**src/design/cbt_pkg.sv**
```systemverilog
// Shared types and constants for the cubic Bezier tessellator.
// No dependencies; every other design file refers to it by scoped names.
package cbt_pkg;

    localparam int COORD_W    = 32;
    localparam int DIFF_W     = COORD_W + 1;
    localparam int T_W        = 17;
    localparam int PROD_W     = T_W + 1 + DIFF_W;
    localparam int FRAC_W     = 16;
    localparam int IDX_W      = 6;
    localparam int CNT_W      = 7;
    localparam int MAX_POINTS = 64;
    localparam int AXES       = 3;
    localparam int LVL_STAGES = 3;
    localparam int PIPE_DEPTH = 3 * LVL_STAGES;

    localparam logic [T_W-1:0]   ONE_T       = T_W'(65536);
    localparam logic [CNT_W-1:0] CNT_RESET   = CNT_W'(16);
    localparam logic [CNT_W-1:0] CNT_MIN     = CNT_W'(2);
    localparam logic [CNT_W-1:0] CNT_MAX     = CNT_W'(MAX_POINTS);
    localparam logic [IDX_W-1:0] LAST_IDX_MIN = IDX_W'(1);
    localparam logic [IDX_W-1:0] LAST_IDX_MAX = IDX_W'(MAX_POINTS - 1);

    typedef logic signed [COORD_W-1:0] coord_t;

    // t increment per point, indexed by the number of segments (points - 1)
    localparam logic [T_W-1:0] STEP_TABLE [MAX_POINTS] = '{
        17'd0,     17'd65536, 17'd32768, 17'd21845, 17'd16384, 17'd13107, 17'd10922,
        17'd9362,  17'd8192,  17'd7281,  17'd6553,  17'd5957,  17'd5461,  17'd5041,
        17'd4681,  17'd4369,  17'd4096,  17'd3855,  17'd3640,  17'd3449,  17'd3276,
        17'd3120,  17'd2978,  17'd2849,  17'd2730,  17'd2621,  17'd2520,  17'd2427,
        17'd2340,  17'd2259,  17'd2184,  17'd2114,  17'd2048,  17'd1985,  17'd1927,
        17'd1872,  17'd1820,  17'd1771,  17'd1724,  17'd1680,  17'd1638,  17'd1598,
        17'd1560,  17'd1524,  17'd1489,  17'd1456,  17'd1424,  17'd1394,  17'd1365,
        17'd1337,  17'd1310,  17'd1285,  17'd1260,  17'd1236,  17'd1213,  17'd1191,
        17'd1170,  17'd1149,  17'd1129,  17'd1110,  17'd1092,  17'd1074,  17'd1057,
        17'd1040
    };

    typedef struct packed {
        coord_t p0_x;
        coord_t p0_y;
        coord_t p0_z;
        coord_t p1_x;
        coord_t p1_y;
        coord_t p1_z;
        coord_t p2_x;
        coord_t p2_y;
        coord_t p2_z;
        coord_t p3_x;
        coord_t p3_y;
        coord_t p3_z;
    } curve_t;

    typedef struct packed {
        coord_t           out_x;
        coord_t           out_y;
        coord_t           out_z;
        logic [IDX_W-1:0] point_index;
        logic             last_point;
    } point_t;

    // Per-point tag that travels down the pipeline with the valid bit
    typedef struct packed {
        logic [T_W-1:0]   t;
        logic [IDX_W-1:0] idx;
        logic             last;
    } meta_t;

endpackage

```
**src/design/cbt_point_seq.sv**
```systemverilog
// Point sequencer: holds one curve and issues one t value per cycle while the pipeline advances.
// Depends on cbt_pkg.
module cbt_point_seq (
    input  logic                      aclk,
    input  logic                      aresetn,
    input  logic                      adv,
    input  logic [cbt_pkg::CNT_W-1:0] point_count,
    input  logic                      s_valid,
    output logic                      s_ready,
    input  cbt_pkg::curve_t           s_data,
    output logic                      issue_valid,
    output cbt_pkg::meta_t            issue_meta,
    output cbt_pkg::curve_t           curve
);

    logic                      busy_reg, busy_next;
    logic [cbt_pkg::IDX_W-1:0] idx_reg, idx_next;
    logic [cbt_pkg::T_W-1:0]   t_reg, t_next;
    logic [cbt_pkg::IDX_W-1:0] last_idx_reg, last_idx_next;
    logic [cbt_pkg::T_W-1:0]   step_reg, step_next;
    cbt_pkg::curve_t           curve_reg;

    logic is_last;
    logic issue;
    logic take;

    // Clamp the point count and look up the t increment
    always_comb begin
        if (point_count < cbt_pkg::CNT_MIN) begin
            last_idx_next = cbt_pkg::LAST_IDX_MIN;
        end else if (point_count > cbt_pkg::CNT_MAX) begin
            last_idx_next = cbt_pkg::LAST_IDX_MAX;
        end else begin
            last_idx_next = cbt_pkg::IDX_W'(point_count - 7'd1);
        end
        step_next = cbt_pkg::STEP_TABLE[last_idx_next];
    end

    assign is_last = (idx_reg == last_idx_reg);
    assign issue   = busy_reg & adv;
    assign s_ready = ~busy_reg | (issue & is_last);
    assign take    = s_valid & s_ready;

    // Start a curve on transfer, otherwise advance while the pipeline moves
    always_comb begin
        busy_next = busy_reg;
        idx_next  = idx_reg;
        t_next    = t_reg;
        if (take) begin
            busy_next = 1'b1;
            idx_next  = '0;
            t_next    = '0;
        end else if (issue) begin
            idx_next = idx_reg + 6'd1;
            t_next   = t_reg + step_reg;
            if (is_last) begin
                busy_next = 1'b0;
            end
        end
    end

    always_ff @(posedge aclk) begin
        if (!aresetn) begin
            busy_reg <= 1'b0;
            idx_reg  <= '0;
            t_reg    <= '0;
        end else begin
            busy_reg <= busy_next;
            idx_reg  <= idx_next;
            t_reg    <= t_next;
        end
    end

    // Hold the curve and its count settings
    always_ff @(posedge aclk) begin
        if (take) begin
            curve_reg    <= s_data;
            last_idx_reg <= last_idx_next;
            step_reg     <= step_next;
        end
    end

    // Force the final point to t = 1
    always_comb begin
        issue_meta.t    = is_last ? cbt_pkg::ONE_T : t_reg;
        issue_meta.idx  = idx_reg;
        issue_meta.last = is_last;
    end

    assign issue_valid = busy_reg;
    assign curve       = curve_reg;

endmodule
```
**config.mk**
```make
export PLATFORM = sky130hd
export DESIGN_NAME = cbt_point_seq
export DESIGN_NICKNAME = d
export VERILOG_FILES = /design/src/design/cbt_pkg.sv /design/src/design/cbt_point_seq.sv
export SDC_FILE = /design/constraint.sdc
export NUM_CORES = 1
export LEC_CHECK = 0
export BUFFER_PORTS_ARGS = -buffer_cell sky130_fd_sc_hd__buf_2
export CAP_MARGIN = 10
export CORE_AREA = 4 4 315 317
export CTS_BUF_LIST = sky130_fd_sc_hd__clkbuf_8 sky130_fd_sc_hd__clkbuf_16
export CTS_CLUSTER_SIZE = 10
export DETAILED_ROUTE_END_ITERATION = 16
export DIE_AREA = 0 0 319 321
export HOLD_SLACK_MARGIN = 0.06
export SYNTH_ARGS = -nofsm -noshare
export SYNTH_HDL_FRONTEND = slang
export SYNTH_SLANG_ARGS = --single-unit
```
**constraint.sdc**
```tcl
create_clock -name aclk -period 12 [get_ports aclk]
set_input_delay 1.8 -clock aclk [delete_from_list [all_inputs] [get_ports aclk]]
set_output_delay 1.8 -clock aclk [all_outputs]
set_load 0.05 [all_outputs]
```
==> flow_summary.yaml <==
logic_synthesis:
  ys_seq_area_share_pct: 80.7
  synth.area.top_cells: "edfxtp_1, dfxtp_1, a21oi_1, ha_1, nor2_1"
  synth_cell_types: 67
  synth_top_area_share_pct: 77.7
  synthTopCellsByCount: "edfxtp_1, a21oi_1, nor2_1"
  synth_edf_count: 407
  yosysMostFrequentCell: "edfxtp_1"
  synthArstFlopShare_pct: 0
  ys_ff_latch: 431
  syn_nets: 1366
  yosysTopAreaCell: "edfxtp_1"
  syn_avg_cell_area_um2: 16.7
  yosysWarnings: 0
  synthCells: 944
  netlist_area_um2: 15700
  ys.flop_type: "edfxtp_1"
clock_tree:
  ctsHoldBuffers: 0
  cts_buffer_depth: 3
  path_clk_slew_ns: 0.05
  post_cts_buffers: 0
  cts_sinks: 431
  cts_root_buf: "clkbuf_16"
  cts_resized: 0
  cts_tree: "done"
  cts_made_buffers: 55
  clk-insertion-delay-late_ns: 0.65
  htree_levels: 2
run_status:
  status: "completed"
timing:
  setup_viol_count_final: 0
  timing.final.crit_share_pct: 40.3
  drv_slew: 0
  rsz0062_at_grt: "false"
  max_freq_ghz: 0.207
  hold_violations: 0
  maxSlewHeadroom_pct: 28.3
  tightest_slew_ns: 1.08
  fin_hold_ws_ns: 0.474
  fin_skew_ns: 0.0528
  finalSetupTns_ns: 0
  layout_min_cycle_time_ns: 4.84
routing:
  drtIter0Drc: 1170
  drc: 0
  avgRoutedWirePerCell_um: 28.9
  vias: 12328
  drt_first_pass_iters: 8
  antenna_left: 0
  viasPerCell: 3.96
  totalWireLength_um: 89900
pwr:
  vdd_ir_drop_max_mv: 0.0993
  power_density_nw_per_um2: 172
  power.total_mw: 3.96
  p_leak_nw: 9.32
cells_and_area:
  drive_gt1_share_pct: 49.8
  final_area_um2: 23100
  syn_to_final_growth_pct: 46.6
  fin_nets: 2200
  largest_reg_flops: 384
  utilization_pct: 24.0
global_route:
  grt_pass1_vias: 11789
  grt.total_usage_pct: 16.7
  grt_pass1_wl_um: 114000
  met1_usage_pct: 19.8
  grt_start_max_net_pins: 142
  top_usage_layer: "met2"
  antenna_found_initial: 126
  grt-ovfl-total: 0
  met3_usage_pct: 11.1
  met2_usage_pct: 25.1
floorplanning:
  pin_count: 805
  die_area_um2: 102000
  start_util_pct: 16.3
  core_area_um2: 96300
  die_h_um: 321
  rows: 114
  die_w_um: 319
worst_setup_path:
  cp_max_fo: 20
  cp_data_required_time_ns: 12.33
  crit_type: "in -> reg"
  end_kind: "flop"
  critPathArrivalTime_ns: 5.17
  crit_path_start_kind: "input pin"
  worstRegToRegCells: 7
flow_run:
  maxCapViolations: 0
placement:
  hpwl_um: 75600
  gp_congestion: 0.907
  dpl_cell_area_um2: 21300
  place.port_buffers: 804
worst_hold_path:
  hp-class: "reg -> reg"
  whs_path_depth: 2
layout by cell type (no fill, tap or decap), types with 6 or more instances in the layout:
cell type,synthesis,final
buf_2,10,804
edfxtp_1,407,407
nor2_1,65,65
a21oi_1,65,65
nand2_1,62,62
clkbuf_16,0,56
o21ai_0,39,39
diode_2,0,34
inv_1,20,28
ha_1,26,26
dfxtp_1,24,24
and2_1,20,20
nand3_1,19,19
xnor2_1,14,14
xor2_1,12,12
nor3_1,10,10
a31oi_1,9,9
buf_4,2,7
o21ai_1,6,6
a21o_1,6,6
o22ai_1,6,6
clkinv_1,1,6
a211oi_1,6,6
cell type report:
cell class                      instances  area, um^2
Clock buffer                           56        1400
Multi-Input combinational cell        455        2800
Tap cell                             1276        1600
Antenna cell                           34        85.1
Inverter                               23        93.8
Clock inverter                         28         294
Fill cell                           10265       73200
Timing Repair Buffer                  812        4100
Sequential cell                       431       12700
power breakdown:
| group | leakage [nW] | internal, mW | switching (mW) |
|---|---|---|---|
| Clock | 0.859 | 0.941 | 0.652 |
| Combinational | 4.39 | 0.133 | 0.460 |
| Sequential | 4.07 | 1.75 | 0.0300 |
| Total | 9.32 | 2.82 | 1.14 |
stage by stage:
step | setup slack, ns | std cells
global route | 6.95 | 3088
CTS | 7.14 | 3081
floorplan | 0.115 | 944
global placement | 6.60 | 2997
finish | 7.16 | 3115
detailed placement | 6.60 | 2997
path summary, 6_finish.rpt:
kind | startpoint | endpoint | slack (ns)
max | point_count[0] | step_reg[4]$_DFFE_PP_ | 7.16
min | t_reg[8]$_SDFFE_PP0P_ | t_reg[8]$_SDFFE_PP0P_ | 0.47
max reg2reg | last_idx_reg[4]$_DFFE_PP_ | curve[280]$_DFFE_PP_ | 7.76
min reg2reg | t_reg[8]$_SDFFE_PP0P_ | t_reg[8]$_SDFFE_PP0P_ | 0.47
cell families after synthesis:
logic type                 share of synthesized area (%)
and+or+nand+nor                                     6.15
adders and majority gates                           2.19
xor gates and xnor gates                            1.45
buffers and inverters                               1.51
DFF                                                 80.7
AOI/OAI and AO/OA                                   7.74
muxes                                              0.254
per-layer routing:
metal,vias to the layer above,share of wire [%]
met5,-,0.27
met4,32,2.6
li1,5336,-
met2,780,43
met3,231,16
met1,5949,39
worst max-delay path: stages:
cell     delay [ns]
buf_2          0.37
inv_1          0.25
ha_1           0.58
nand2_1        0.15
nand2_1        0.20
inv_2          0.20
ha_1           0.42
mux2i_1        0.12
a21oi_1        0.16
o32ai_1        0.13
a21oi_1        0.19
a31oi_1        0.09
or4_1          0.49
Power figures use the tool's default switching activity.
